--- config.mk ---
export PLATFORM = sky130hd
export DESIGN_NAME = terminal_key_sequence_decoder
export DESIGN_NICKNAME = d
export VERILOG_FILES = /design/src/tksd_pkg.sv /design/src/tksd_line_ram.sv /design/src/tksd_parser.sv /design/src/terminal_key_sequence_decoder.sv
export SDC_FILE = /design/constraint.sdc
export NUM_CORES = 1
export LEC_CHECK = 0
export BUFFER_PORTS_ARGS = -buffer_cell sky130_fd_sc_hd__buf_2
export CAP_MARGIN = 20
export CORE_MARGIN = 4
export CORE_UTILIZATION = 55
export CTS_CLUSTER_DIAMETER = 120
export DETAILED_ROUTE_END_ITERATION = 10
export PLACE_DENSITY = 0.75
export SYNTH_ARGS = -nofsm -noshare
export SYNTH_HDL_FRONTEND = slang
export SYNTH_SLANG_ARGS = --single-unit
--- constraint.sdc ---
create_clock -name clock -period 4.2 [get_ports clock]
set_clock_uncertainty 0.2 [all_clocks]
set_input_delay 0.42 -clock clock [delete_from_list [all_inputs] [get_ports clock]]
set_output_delay 0.42 -clock clock [all_outputs]
set_load 0.02 [all_outputs]
--- src/tksd_pkg.sv ---
// ----------------------------------------------------------------------------
// tksd_pkg
// Shared types and constants of the terminal key sequence decoder.
// ----------------------------------------------------------------------------
package tksd_pkg;

   localparam int LINE_CAPACITY = 32;
   localparam int ADDR_W = (LINE_CAPACITY > 1) ? $clog2(LINE_CAPACITY) : 1;
   localparam int LEN_W = $clog2(LINE_CAPACITY + 1);
   localparam int CHAR_W = 8;
   localparam int KIND_W = 2;
   localparam int CMD_W = 4;
   localparam int INDEX_W = 5;
   localparam int TYPED_LEN_W = 6;

   localparam logic [CHAR_W-1:0] BYTE_BS = 8'd8;
   localparam logic [CHAR_W-1:0] BYTE_LF = 8'd10;
   localparam logic [CHAR_W-1:0] BYTE_CR = 8'd13;
   localparam logic [CHAR_W-1:0] BYTE_ESC = 8'd27;
   localparam logic [CHAR_W-1:0] BYTE_SPACE = 8'd32;
   localparam logic [CHAR_W-1:0] BYTE_BRACKET = 8'd91;
   localparam logic [CHAR_W-1:0] BYTE_BACKQUOTE = 8'd96;
   localparam logic [CHAR_W-1:0] BYTE_TILDE = 8'd126;
   localparam logic [CHAR_W-1:0] BYTE_DEL = 8'd127;
   localparam logic [CHAR_W-1:0] BYTE_UP = 8'd65;
   localparam logic [CHAR_W-1:0] BYTE_DOWN = 8'd66;
   localparam logic [CHAR_W-1:0] BYTE_RIGHT = 8'd67;
   localparam logic [CHAR_W-1:0] BYTE_LEFT = 8'd68;
   localparam logic [CHAR_W-1:0] BYTE_ONE = 8'd49;
   localparam logic [CHAR_W-1:0] BYTE_TWO = 8'd50;
   localparam logic [CHAR_W-1:0] BYTE_FIVE = 8'd53;

   typedef enum logic [CMD_W-1:0] {
      ACT_NONE        = 4'd0,
      ACT_RIGHT       = 4'd1,
      ACT_LEFT        = 4'd2,
      ACT_UP          = 4'd3,
      ACT_DOWN        = 4'd4,
      ACT_SHIFT_LEFT  = 4'd5,
      ACT_ENTER       = 4'd6,
      ACT_SHIFT_RIGHT = 4'd7,
      ACT_LINE        = 4'd8,
      ACT_QUIT        = 4'd9
   } cmd_type;

   typedef enum logic [KIND_W-1:0] {
      KIND_BYTE  = 2'd0,
      KIND_CLEAR = 2'd1,
      KIND_READ  = 2'd2
   } kind_type;

   typedef struct packed {
      logic              wr_en;
      logic [ADDR_W-1:0] wr_addr;
      logic [CHAR_W-1:0] wr_data;
      logic              rd_en;
      logic [ADDR_W-1:0] rd_addr;
   } line_access_type;

   typedef struct packed {
      cmd_type          command;
      logic [LEN_W-1:0] length;
      logic             read_hit;
   } step_result_type;

endpackage

--- src/tksd_line_ram.sv ---
// ----------------------------------------------------------------------------
// tksd_line_ram
// Line buffer storage: one write port, one read port, registered read data.
// ----------------------------------------------------------------------------
module tksd_line_ram (
   input  logic                         clock,
   input  tksd_pkg::line_access_type    access,
   output logic [tksd_pkg::CHAR_W-1:0]  rd_data
);
   import tksd_pkg::*;

   logic [CHAR_W-1:0] line_mem [LINE_CAPACITY];
   logic [CHAR_W-1:0] rd_data_ff;

   always_ff @(posedge clock) begin
      if (access.wr_en) begin
         line_mem[access.wr_addr] <= access.wr_data;
      end
   end

   always_ff @(posedge clock) begin
      if (access.rd_en) begin
         rd_data_ff <= line_mem[access.rd_addr];
      end
   end

   assign rd_data = rd_data_ff;

endmodule

--- src/tksd_parser.sv ---
// ----------------------------------------------------------------------------
// tksd_parser
// Escape sequence state machine and line length; issues line buffer accesses.
// ----------------------------------------------------------------------------
module tksd_parser (
   input  logic                          clock,
   input  logic                          reset,
   input  logic                          accept,
   input  logic [tksd_pkg::KIND_W-1:0]   kind,
   input  logic [tksd_pkg::CHAR_W-1:0]   data_byte,
   input  logic [tksd_pkg::INDEX_W-1:0]  read_index,
   output tksd_pkg::line_access_type     access,
   output tksd_pkg::step_result_type     result
);
   import tksd_pkg::*;

   typedef enum logic [1:0] {
      ST_IDLE  = 2'd0,
      ST_ESC   = 2'd1,
      ST_CSI   = 2'd2,
      ST_TILDE = 2'd3
   } parse_state_type;

   parse_state_type  state_ff, state_in;
   logic [LEN_W-1:0] length_ff, length_in;
   cmd_type          command;
   logic             plain;
   logic             read_hit;

   function automatic logic kept_char(input logic [CHAR_W-1:0] b);
      kept_char = (b >= 8'd65 && b <= 8'd90) || (b >= 8'd97 && b <= 8'd122) ||
                  (b >= 8'd48 && b <= 8'd57) || (b == BYTE_SPACE);
   endfunction

   always_comb begin
      state_in = state_ff;
      length_in = length_ff;
      command = ACT_NONE;
      plain = 1'b0;
      read_hit = 1'b0;
      access = '0;
      access.wr_addr = length_ff[ADDR_W-1:0];
      access.wr_data = data_byte;
      access.rd_addr = ADDR_W'(read_index);

      unique case (kind)
         KIND_BYTE: begin
            if (data_byte == BYTE_BACKQUOTE) begin
               command = ACT_QUIT;
            end else begin
               unique case (state_ff)
                  ST_IDLE: begin
                     if (data_byte == BYTE_ESC) begin
                        state_in = ST_ESC;
                     end else begin
                        plain = 1'b1;
                     end
                  end
                  ST_ESC: begin
                     if (data_byte == BYTE_BRACKET) begin
                        state_in = ST_CSI;
                     end else begin
                        state_in = ST_IDLE;
                        plain = 1'b1;
                     end
                  end
                  ST_CSI: begin
                     state_in = ST_IDLE;
                     case (data_byte)
                        BYTE_UP:    command = ACT_UP;
                        BYTE_DOWN:  command = ACT_DOWN;
                        BYTE_RIGHT: command = ACT_RIGHT;
                        BYTE_LEFT:  command = ACT_LEFT;
                        BYTE_TWO: begin
                           command = ACT_SHIFT_LEFT;
                           state_in = ST_TILDE;
                        end
                        BYTE_ONE: begin
                           command = ACT_ENTER;
                           state_in = ST_TILDE;
                        end
                        BYTE_FIVE: begin
                           command = ACT_SHIFT_RIGHT;
                           state_in = ST_TILDE;
                        end
                        default: plain = 1'b1;
                     endcase
                  end
                  ST_TILDE: begin
                     state_in = ST_IDLE;
                     plain = (data_byte != BYTE_TILDE);
                  end
                  default: state_in = ST_IDLE;
               endcase
            end

            if (plain) begin
               if (data_byte == BYTE_BS || data_byte == BYTE_DEL) begin
                  if (length_ff != '0) begin
                     length_in = length_ff - LEN_W'(1);
                  end
               end else if (kept_char(data_byte)) begin
                  if (length_ff < LEN_W'(LINE_CAPACITY)) begin
                     access.wr_en = 1'b1;
                     length_in = length_ff + LEN_W'(1);
                  end
               end else if (data_byte == BYTE_LF || data_byte == BYTE_CR) begin
                  command = ACT_LINE;
               end
            end
         end
         KIND_CLEAR: begin
            length_in = '0;
         end
         KIND_READ: begin
            access.rd_en = 1'b1;
            read_hit = (32'(read_index) < 32'(length_ff)) &&
                       (32'(read_index) < 32'(LINE_CAPACITY));
         end
         default: begin
         end
      endcase

      access.wr_en = access.wr_en & accept;
      access.rd_en = access.rd_en & accept;
      result.command = command;
      result.length = length_in;
      result.read_hit = read_hit;
   end

   always_ff @(posedge clock) begin
      if (reset) begin
         state_ff <= ST_IDLE;
         length_ff <= '0;
      end else if (accept) begin
         state_ff <= state_in;
         length_ff <= length_in;
      end
   end

endmodule

--- src/terminal_key_sequence_decoder.sv ---
// ----------------------------------------------------------------------------
// terminal_key_sequence_decoder
// Turns terminal bytes into game commands and keeps a typed line buffer.
// ----------------------------------------------------------------------------
// Use:
//   Input words arrive on req_*: req_tuser carries the item kind (byte,
//   clear buffer, read buffer character), req_tdata the byte and the read
//   index. Every accepted word gives exactly one response word on rsp_*
//   with the command, the line length after the word and the read character.
// Throughput and pipeline:
//   One word per cycle while the response is not stalled. The accepting
//   edge starts the line buffer read and loads the middle register; the
//   output register loads from the middle register as it advances.
//   Parser state and line length update at the accepting edge, so the next
//   word sees them with no interlock; a read in a later word than a write
//   to the same entry gets the new character from the memory.
// Reset:
//   Parser goes idle and the line length goes to zero. Buffer contents are
//   not cleared; only entries below the length are ever returned.
// Stall:
//   When rsp_tready is low, the response holds and the middle stage fills;
//   req_tready then drops until the output register drains.
// ----------------------------------------------------------------------------
module terminal_key_sequence_decoder (
   input  logic        clock,
   input  logic        reset,
   input  logic        req_tvalid,
   output logic        req_tready,
   input  logic [15:0] req_tdata,  // data_byte[7:0], read_index[12:8], zero pad
   input  logic [1:0]  req_tuser,  // kind[1:0]
   output logic        rsp_tvalid,
   input  logic        rsp_tready,
   output logic [23:0] rsp_tdata   // command[3:0], typed_length[9:4],
                                   // read_char[17:10], zero pad
);
   import tksd_pkg::*;

   logic                  accept;
   line_access_type       access;
   step_result_type       result;
   logic [CHAR_W-1:0]     rd_data;

   logic                  mid_valid_ff;
   step_result_type       mid_result_ff;
   logic                  mid_advance;

   logic                  out_valid_ff;
   logic [CMD_W-1:0]      out_command_ff;
   logic [TYPED_LEN_W-1:0] out_length_ff;
   logic [CHAR_W-1:0]     out_char_ff;

   assign mid_advance = mid_valid_ff && (!out_valid_ff || rsp_tready);
   assign req_tready = !mid_valid_ff || mid_advance;
   assign accept = req_tvalid && req_tready;

   tksd_parser u_parser (
      .clock      (clock),
      .reset      (reset),
      .accept     (accept),
      .kind       (req_tuser),
      .data_byte  (req_tdata[7:0]),
      .read_index (req_tdata[12:8]),
      .access     (access),
      .result     (result)
   );

   tksd_line_ram u_line_ram (
      .clock   (clock),
      .access  (access),
      .rd_data (rd_data)
   );

   always_ff @(posedge clock) begin
      if (reset) begin
         mid_valid_ff <= 1'b0;
      end else if (accept) begin
         mid_valid_ff <= 1'b1;
      end else if (mid_advance) begin
         mid_valid_ff <= 1'b0;
      end
   end

   always_ff @(posedge clock) begin
      if (accept) begin
         mid_result_ff <= result;
      end
   end

   always_ff @(posedge clock) begin
      if (reset) begin
         out_valid_ff <= 1'b0;
      end else if (mid_advance) begin
         out_valid_ff <= 1'b1;
      end else if (rsp_tready) begin
         out_valid_ff <= 1'b0;
      end
   end

   always_ff @(posedge clock) begin
      if (mid_advance) begin
         out_command_ff <= mid_result_ff.command;
         out_length_ff <= TYPED_LEN_W'(mid_result_ff.length);
         out_char_ff <= mid_result_ff.read_hit ? rd_data : '0;
      end
   end

   assign rsp_tvalid = out_valid_ff;
   assign rsp_tdata = {6'd0, out_char_ff, out_length_ff, out_command_ff};

endmodule

==> results of run 1 <==
-- cell families after synthesis --
group	count (synthesis)	synth area share, %
compound gates	69	3.792
xor+xnor	1	0.07005
fa+ha+maj	8	0.8005
buf+inv	52	2.151
flops	303	71.96
mux	91	15.38
other cells	1	0.02999
simple gates	141	5.814
-- worst max path at each step --
stage                 startpoint                    endpoint  slack [ns]
CTS                 req_tdata[2]   u_line_ram.line_mem[8][1]        1.12
floorplan           req_tdata[6]  u_line_ram.line_mem[14][0]        1.38
global placement    req_tdata[2]   u_line_ram.line_mem[8][4]        0.68
global route        req_tdata[2]   u_line_ram.line_mem[9][1]        0.91
finish              req_tdata[2]   u_line_ram.line_mem[8][1]        1.09
detailed placement  req_tdata[2]   u_line_ram.line_mem[8][4]        0.58
-- report_power, final --
group | switching, mW | internal (mW) | total [mW]
Combinational | 0.199 | 0.131 | 0.330
Sequential | 0.00846 | 3.33 | 3.34
Clock | 1.03 | 1.32 | 2.35
Total | 1.24 | 4.78 | 6.02
-- registers in the layout (all words and copies together), names as in the netlist --
name	flops
u_parser.state_ff	2
out_command_ff	4
rsp_tvalid	1
u_line_ram.rd_data	8
u_line_ram.line_mem	256
out_char_ff	8
mid_result_ff	11
mid_valid_ff	1
u_parser.length_ff	6
out_length_ff	6
-- area by class of cell --
| type | count | area, sq um | area share [%] |
|---|---|---|---|
| inverter | 13 | 48.80 | 0.3472 |
| multi-input combinational | 316 | 3259 | 23.19 |
| clock buffer | 35 | 748.2 | 5.323 |
| timing repair buffer | 81 | 546.8 | 3.890 |
| sequential | 303 | 8999 | 64.02 |
| tap | 280 | 350.3 | 2.492 |
| clock inverter | 17 | 103.9 | 0.7388 |
-- layout by cell type (no fill, tap or decap), drive strengths merged, types with 12 or more instances in the layout --
| master | netlist | final |
|---|---|---|
| edfxtp | 293 | 293 |
| nor2 | 43 | 43 |
| inv | 12 | 13 |
| nor3 | 12 | 12 |
| clkbuf | 10 | 35 |
| o21ai | 15 | 15 |
| a21oi | 14 | 14 |
| clkinv | 1 | 15 |
| nand3 | 16 | 16 |
| buf | 29 | 80 |
| mux4 | 80 | 80 |
| nand2 | 22 | 22 |
-- repair_timing --
item	in CTS	in global routing
endpoints found under the setup margin	0	0
hold buffers	1	0
resized for setup	0	0
endpoints found under the hold margin	1	0
-- worst max-delay path, cell delays in order --
cell     delay, ns
buf_2         0.38
buf_4         0.33
nor3_2        0.09
and4_1        0.22
nor3_2        0.51
nand4_1       0.25
buf_4         0.24
nor2_1        0.61
-- layer usage --
metal  track usage [%]  vias up  wire (microns)
met3             3.370       37            1667
met2             36.89      274           13930
met5                 0        -              20
met1             28.41     3417           10290
li1                  -     2870               -
met4             3.787        2             428
==> flow_summary.toml, run 1 <==
[place]
io_buffers = 38
placed_cells = 991
hpwl_mm = 17.44
pre_cts_ws_ns = 0.5766
dpl_cell_area_sq_um = 13180
finalWeightedCongestion = 0.9151

[sta]
maxSlewViolCount = 0
fmax_mhz = 321.1
final.period_utilization_pct = 74.14
max_slew.worst_pin.slew_ns = 0.9157
period_minus_slack_ns = 3.114
rsz0062_at_grt = "no"
tns_ns = 0
fin_ws_ns = 1.086
hold_viol = 0
whs_ns = 0.03722
setup_viol_count_final = 0
relSlewSlack_pct = 38.73

[synth]
synth_cells = 666
synth-edff-count = 293
yosys_most_used_dff = "edfxtp_1"
ys_warn_count = 0
synthArstFlopShare_pct = 0
ys_types = 64
syn_area_per_cell_sq_um = 18.78
synth_top_area_cell = "edfxtp_1"
ys_top_cells_by_count = "293 x edfxtp_1, 80 x mux4_2, 43 x nor2_1"
synth_seq_cells = 303
synth_top_cell_area_share_pct = 70.36
yosysMostFrequentCell = "edfxtp_1"
syn_area_sq_um = 12500
synth.yosys.seq_area_share_pct = 71.96
synth.area.top_cells = "edfxtp_1 70%, mux4_2 14%, dfxtp_1 1.6%"

[run]
cap_violations = 0

[route]
dr.first_iter.drc_count = 642
antenna_left = 0
postRouteWirelength_mm = 26.34
vias = 6600
via_per_inst = 6.316
drc = 0
dr.pass1.iters = 5
wire_per_inst_microns = 25.21

[grt]
grt_pass1_vias = 6713
grt_max_degree = 38
grt_pass1_wl_mm = 40.74
antenna_found_initial = 1
grt-ovfl-total = 0
track_usage_pct = 20.94

[clock_network]
cts.reportedPaths.clkPinSlew_ns = 0.06
root_buffer = "clkbuf_16"
clock_tree.buffer_depth = 3
cts-buffers-inserted = 29
worstSkewPairLatency_ns = 0.54
cts_setup_buffers = 0
cts_tree = "done"
htree_num_levels = 1
cts.sinks = 303

[power]
pwr_density_cell_nw_per_um2 = 428.6
power_mw = 6.025
p_leak_nw = 4.533
ir_worst_vdd_uv = 293.9

[hold_path]
hold_path.class = "input port to flop"
hold_end = "rsp_tvalid"
hold_depth = 2
hp-start = "reset"

[worst_setup_path]
r2r_slack_ns = 1.25
cp.required_ns = 4.17
reg2reg_depth = 6
end_kind = "flop"
r2r_end = "u_line_ram.line_mem[8][1]"
cp.arrival_ns = 3.08
critPathKind = "input port to flop"
cp_max_fo = 25
rr_startpoint = "rsp_tvalid"
startpoint_type = "input port"

[cells_and_area]
nets = 774
fin_cells = 1045
post-route-util_pct = 63.62
stdcell_area_sq_um = 14060
diodes = 0
drive_above_1_share_pct = 27.97
syn2layout_area_growth_pct = 12.41
n_fill_cell = 1444

[die]
start_util_pct = 56.60
rows = 54
die_w_microns = 158.8
dieArea_sq_um = 25210
die_h_microns = 158.8
ioPinCount = 48
placeableCoreArea_sq_um = 22090

[status]
status = "complete, no violations"
Note: power is estimated with default switching activity, not from simulation.
==> run 2, diff against run 1 <==
--- a/config.mk
+++ b/config.mk
@@ -11,7 +11,7 @@
 export CORE_UTILIZATION = 55
 export CTS_CLUSTER_DIAMETER = 120
 export DETAILED_ROUTE_END_ITERATION = 10
-export PLACE_DENSITY = 0.75
+export PLACE_DENSITY = 0.78
 export SYNTH_ARGS = -nofsm -noshare
 export SYNTH_HDL_FRONTEND = slang
 export SYNTH_SLANG_ARGS = --single-unit
==> constraint.sdc (replaced) <==
create_clock -name clock -period 2.75 [get_ports clock]
set_clock_uncertainty 0.2 [all_clocks]
set_input_delay 0.275 -clock clock [delete_from_list [all_inputs] [get_ports clock]]
set_output_delay 0.275 -clock clock [all_outputs]
set_load 0.02 [all_outputs]
==> flow_summary.toml, run 2 (synthesized netlist as in run 1, its figures left out) <==
[status]
status = "complete, no violations"

[worst_setup_path]
cp_cell_sequence = "or3_1 -> o22ai_1 -> nand4_1 -> buf_4 -> nor2_1"
cp_num_buf_inv = 1
cp-startpoint = "u_parser.length_ff[5]"
max_stage_delay_ns = 0.65
cp_top_family = "simple AND/OR/NAND/NOR gates"
rr_startpoint = "u_parser.length_ff[5]"
cp_max_fo = 8
critPathKind = "flop to flop"
cp_slowest_cell = "nor2_1"
end_kind = "flop"
cp.required_ns = 2.72
startpoint_type = "flop"
cp.arrival_ns = 2.59

[route]
vias = 6949
wire_per_inst_microns = 26.61
dr.pass1.iters = 5
drc = 0
via_per_inst = 6.488
antenna_left = 0
postRouteWirelength_mm = 28.49
dr.first_iter.drc_count = 987

[clock_network]
cts-buffers-inserted = 29
root_buffer = "clkbuf_16"
worstSkewPairLatency_ns = 0.55
cts.reportedPaths.clkPinSlew_ns = 0.06
cts_setup_buffers = 0
cts.sinks = 303
cts_tree = "done"
htree_num_levels = 1
clock_tree.buffer_depth = 3

[sta]
whs_ns = 0.03280
relSlewSlack_pct = 43.81
final.period_utilization_pct = 95.61
period_minus_slack_ns = 2.629
rsz0062_at_grt = "yes"
fmax_mhz = 380.3
tns_ns = 0
fin_ws_ns = 0.1207
maxSlewViolCount = 0
hold_viol = 0
setup_viol_count_final = 0
max_slew.worst_pin.slew_ns = 0.8398

[run]
cap_violations = 0

[grt]
grt_max_degree = 46
grt_pass1_wl_mm = 44.02
antenna_found_initial = 0
grt-ovfl-total = 0
grt_pass1_vias = 7046
track_usage_pct = 22.60

[cells_and_area]
top_regs = "u_line_ram.line_mem (256), mid_result_ff (11)"
post-route-util_pct = 64.85
final_common_cell = "edfxtp_1"
top_register = "u_line_ram.line_mem"
largest_reg_flops = 256
drive_above_1_share_pct = 32.15
nets = 799
syn2layout_area_growth_pct = 14.59
final_cell_mix = "293 x edfxtp_1, 80 x mux4_2, 60 x buf_4"

[place]
finalWeightedCongestion = 0.9273
hpwl_mm = 18.13
pre_cts_ws_ns = -0.1898
io_buffers = 38

[die]
placeableCoreArea_sq_um = 22090
die_h_microns = 158.8
dieArea_sq_um = 25210
die_w_microns = 158.8
start_util_pct = 56.60
rows = 54
ioPinCount = 48

[power]
power_mw = 9.244
pwr_density_cell_nw_per_um2 = 645.1
p_leak_nw = 4.667
ir_worst_vdd_uv = 474.8

[hold_path]
hold_path.class = "input port to flop"
hp-start = "req_tuser[1]"
run 2: cell count changes in the layout (fill, tap and decap cells not counted), sizes merged:
cell / before / now
clkinvlp: 1 / 0
buf: 80 / 102
clkinv: 15 / 17
clkbuf: 35 / 34
dlygate4sd3: 1 / 4
diode: 0 / 1
run 2: per-layer routing:
layer / track usage (%) / vias up / wire length [microns]
met5: 0 / - / 0
met4: 4.655 / 0 / 532
met3: 3.162 / 60 / 2060
met2: 39.09 / 377 / 14690
met1: 31.43 / 3586 / 11210
li1: - / 2926 / -
run 2: final timing paths:
check / to / slack, ns / depth (start not counted)
worst min register to register: out_command_ff[0] / 0.23 / 0
worst max register to register: u_line_ram.line_mem[21][4] / 0.12 / 5
worst min-delay path: u_parser.length_ff[5] / 0.03 / 3
worst max-delay path: u_line_ram.line_mem[21][4] / 0.12 / 5
run 2: what timing repair did:
action / in CTS / in global routing
resized for setup: 1 / 16
setup endpoints to repair: 1 / 162
hold endpoints to repair: 10 / 0
hold buffers: 4 / 0
run 2: final cells by class:
class / count / area, sq um
Sequential cell: 303 / 8999
Fill cell: 1365 / 7765
Multi-Input combinational cell: 316 / 3302
Timing Repair Buffer: 106 / 775.7
Clock buffer: 34 / 744.5
Tap cell: 280 / 350.3
Clock inverter: 18 / 106.4
Inverter: 13 / 48.80
Antenna cell: 1 / 2.502
run 2: tightest hold or removal path, cell delays in order:
cell and delay, ns:
buf_2 0.09, buf_4 0.19, o311a_1 0.18
run 2: where the power goes:
part / switching, mW / leakage [nW] / internal, mW / total, mW
Combinational: 0.308 / 1.51 / 0.235 / 0.543
Sequential: 0.0135 / 2.74 / 5.09 / 5.11
Clock: 1.59 / 0.421 / 2.01 / 3.60
Total: 1.91 / 4.67 / 7.34 / 9.24
run 2: metrics by stage:
step,cell area (sq um),std cells
after CTS,14290,1070
final,14330,1071
after detailed placement,13390,1014
after global routing,14330,1070
after floorplan,12520,671
after global placement,13390,1014
==> run 3, diff against run 2 <==
--- a/config.mk
+++ b/config.mk
@@ -7,11 +7,11 @@
 export LEC_CHECK = 0
 export BUFFER_PORTS_ARGS = -buffer_cell sky130_fd_sc_hd__buf_2
 export CAP_MARGIN = 20
-export CORE_MARGIN = 4
 export CORE_UTILIZATION = 55
 export CTS_CLUSTER_DIAMETER = 120
 export DETAILED_ROUTE_END_ITERATION = 10
 export PLACE_DENSITY = 0.78
 export SYNTH_ARGS = -nofsm -noshare
 export SYNTH_HDL_FRONTEND = slang
+export SYNTH_HIERARCHICAL = 1
 export SYNTH_SLANG_ARGS = --single-unit
==> flow_summary.toml, run 3 <==
[status]
status = "complete, no violations"

[die]
die_h_microns = 154.5
dieArea_sq_um = 23860
rows = 55
ioPinCount = 48
start_util_pct = 56.30
die_w_microns = 154.5
placeableCoreArea_sq_um = 22710

[sta]
whs_ns = 0.02352
fmax_mhz = 390.3
hold_viol = 0
period_minus_slack_ns = 2.562
rsz0062_at_grt = "no"
max_slew.worst_pin.slew_ns = 0.5232
setup_viol_count_final = 0
maxSlewViolCount = 0
final.period_utilization_pct = 93.17
relSlewSlack_pct = 64.67

[run]
cap_violations = 0

[route]
via_per_inst = 6.200
postRouteWirelength_mm = 28.08
wire_per_inst_microns = 25.07
dr.pass1.iters = 5
dr.first_iter.drc_count = 559
antenna_left = 0
vias = 6944
drc = 0

[synth]
ys_top_cells_by_count = "293 x edfxtp_1, 80 x mux4_2, 47 x nor2_1"
ys_types = 68
synth_top_cell_area_share_pct = 68.81
synth.yosys.seq_area_share_pct = 70.38
yosys_most_used_dff = "edfxtp_1"
synthArstFlopShare_pct = 0
synth_seq_cells = 303
synth_top_area_cell = "edfxtp_1"
yosysMostFrequentCell = "edfxtp_1"
synth.area.top_cells = "edfxtp_1 69%, mux4_2 14%, buf_4 1.9%"
synth-edff-count = 293
syn_area_sq_um = 12790
synth_cells = 690
ys_warn_count = 6
syn_area_per_cell_sq_um = 18.53

[cells_and_area]
diodes = 0
top_register = "u_line_ram/line_mem"
syn2layout_area_growth_pct = 18.07
nets = 842
stdcell_area_sq_um = 15100
final_cell_mix = "293 x edfxtp_1, 85 x buf_4, 80 x mux4_2"
top_regs = "u_line_ram/line_mem (256), mid_result_ff (11)"
largest_reg_flops = 256
drive_above_1_share_pct = 37.37
post-route-util_pct = 66.48
final_common_cell = "edfxtp_1"

[worst_setup_path]
cp.arrival_ns = 2.57
startpoint_type = "flop"
cp.required_ns = 2.76
max_stage_delay_ns = 0.53
critPathKind = "flop to flop"
cp_top_family = "simple AND/OR/NAND/NOR gates"
end_kind = "flop"
cp_num_buf_inv = 0
cp_cell_sequence = "nand2b_1 -> o41ai_1 -> o41a_1 -> nor2_1 -> nand2_1 -> nor2_2 -> or3b_4 -> nor2_4"
cp_slowest_cell = "or3b_4"
cp_max_fo = 8

[clock_network]
cts.reportedPaths.clkPinSlew_ns = 0.06
htree_num_levels = 1
cts.sinks = 303
worstSkewPairLatency_ns = 0.55
cts-buffers-inserted = 29
clock_tree.buffer_depth = 3
root_buffer = "clkbuf_16"
cts_tree = "done"
cts_setup_buffers = 0

[grt]
antenna_found_initial = 0
grt-ovfl-total = 0
grt_pass1_wl_mm = 42.81
grt_pass1_vias = 7210
track_usage_pct = 24.41
grt_max_degree = 43

[place]
dpl_cell_area_sq_um = 14050
finalWeightedCongestion = 0.9070
hpwl_mm = 18.06
io_buffers = 38

[power]
pwr_density_cell_nw_per_um2 = 644.6
p_leak_nw = 5.037
ir_worst_vdd_uv = 557.0

[hold_path]
hold_path.class = "input port to flop"
run 3: area by class of cell:
type	count	area, sq um
fillers	1450	7612
multi-input cells	321	3487
repair buffers	146	1234
clock buffers	32	737.0
well taps	285	356.6
inverters	12	45.04
flip-flops and latches	303	8999
clock inverters	21	239.0
run 3: path summary, 6_finish.rpt:
| kind | endpoint | slack [ns] | startpoint | cells past startpoint |
|---|---|---|---|---|
| max | u_line_ram/line_mem[4][0] | 0.19 | u_parser/state_ff[0] | 8 |
| min | u_line_ram/line_mem[14][3] | 0.02 | req_tdata[3] | 3 |
| max reg2reg | u_line_ram/line_mem[4][0] | 0.19 | u_parser/state_ff[0] | 8 |
| min reg2reg | out_command_ff[3] | 0.22 | mid_result_ff[10] | 0 |
run 3: where the power goes:
group,internal (mW),switching [mW]
registers,5.09,0.00978
logic,0.256,0.336
clock network,2.40,1.64
total,7.75,1.99
run 3: worst min-delay path, stage by stage:
cell and delay, ns:
buf_2 0.13, buf_4 0.12, buf_4 0.14
run 3: stage by stage:
step | total power [mW] | setup TNS, ns | instances | setup WS [ns]
detailed placement | 5.778 | -29.10 | 1060 | -0.1581
CTS | 9.801 | 0 | 1120 | 0.06983
global route | 10.02 | 0 | 1120 | 0.02280
global placement | 5.763 | -41.19 | 1060 | -0.2189
floorplan | 5.581 | -11.95 | 695 | -0.08669
finish | 9.732 | 0 | 1120 | 0.1877
run 3: repair_timing:
action,4_1_cts,5_1_grt
setup endpoints to repair,0,1
hold buffers,7,0
hold endpoints to repair,12,0
gates resized for setup,0,1
run 3: logic make-up after synthesis:
| family | Yosys count | share of synthesized area [%] |
|---|---|---|
| multiplexers | 89 | 14.88 |
| other | 1 | 0.02933 |
| AND/OR/NAND/NOR | 147 | 6.508 |
| flip-flops | 303 | 70.38 |
| XOR/XNOR | 2 | 0.1370 |
| adder cells (fa/ha/maj) | 7 | 0.6850 |
| AO/OA/AOI/OAI | 70 | 4.100 |
| buffers and inverters | 71 | 3.278 |
run 3: per-layer routing:
| metal | track usage [%] | wire (microns) | up-vias |
|---|---|---|---|
| met5 | 0 | 0 | - |
| met4 | 8.439 | 1005 | 0 |
| met3 | 3.895 | 2054 | 71 |
| met2 | 41.13 | 13940 | 329 |
| met1 | 32.69 | 11080 | 3514 |
| li1 | - | - | 3030 |
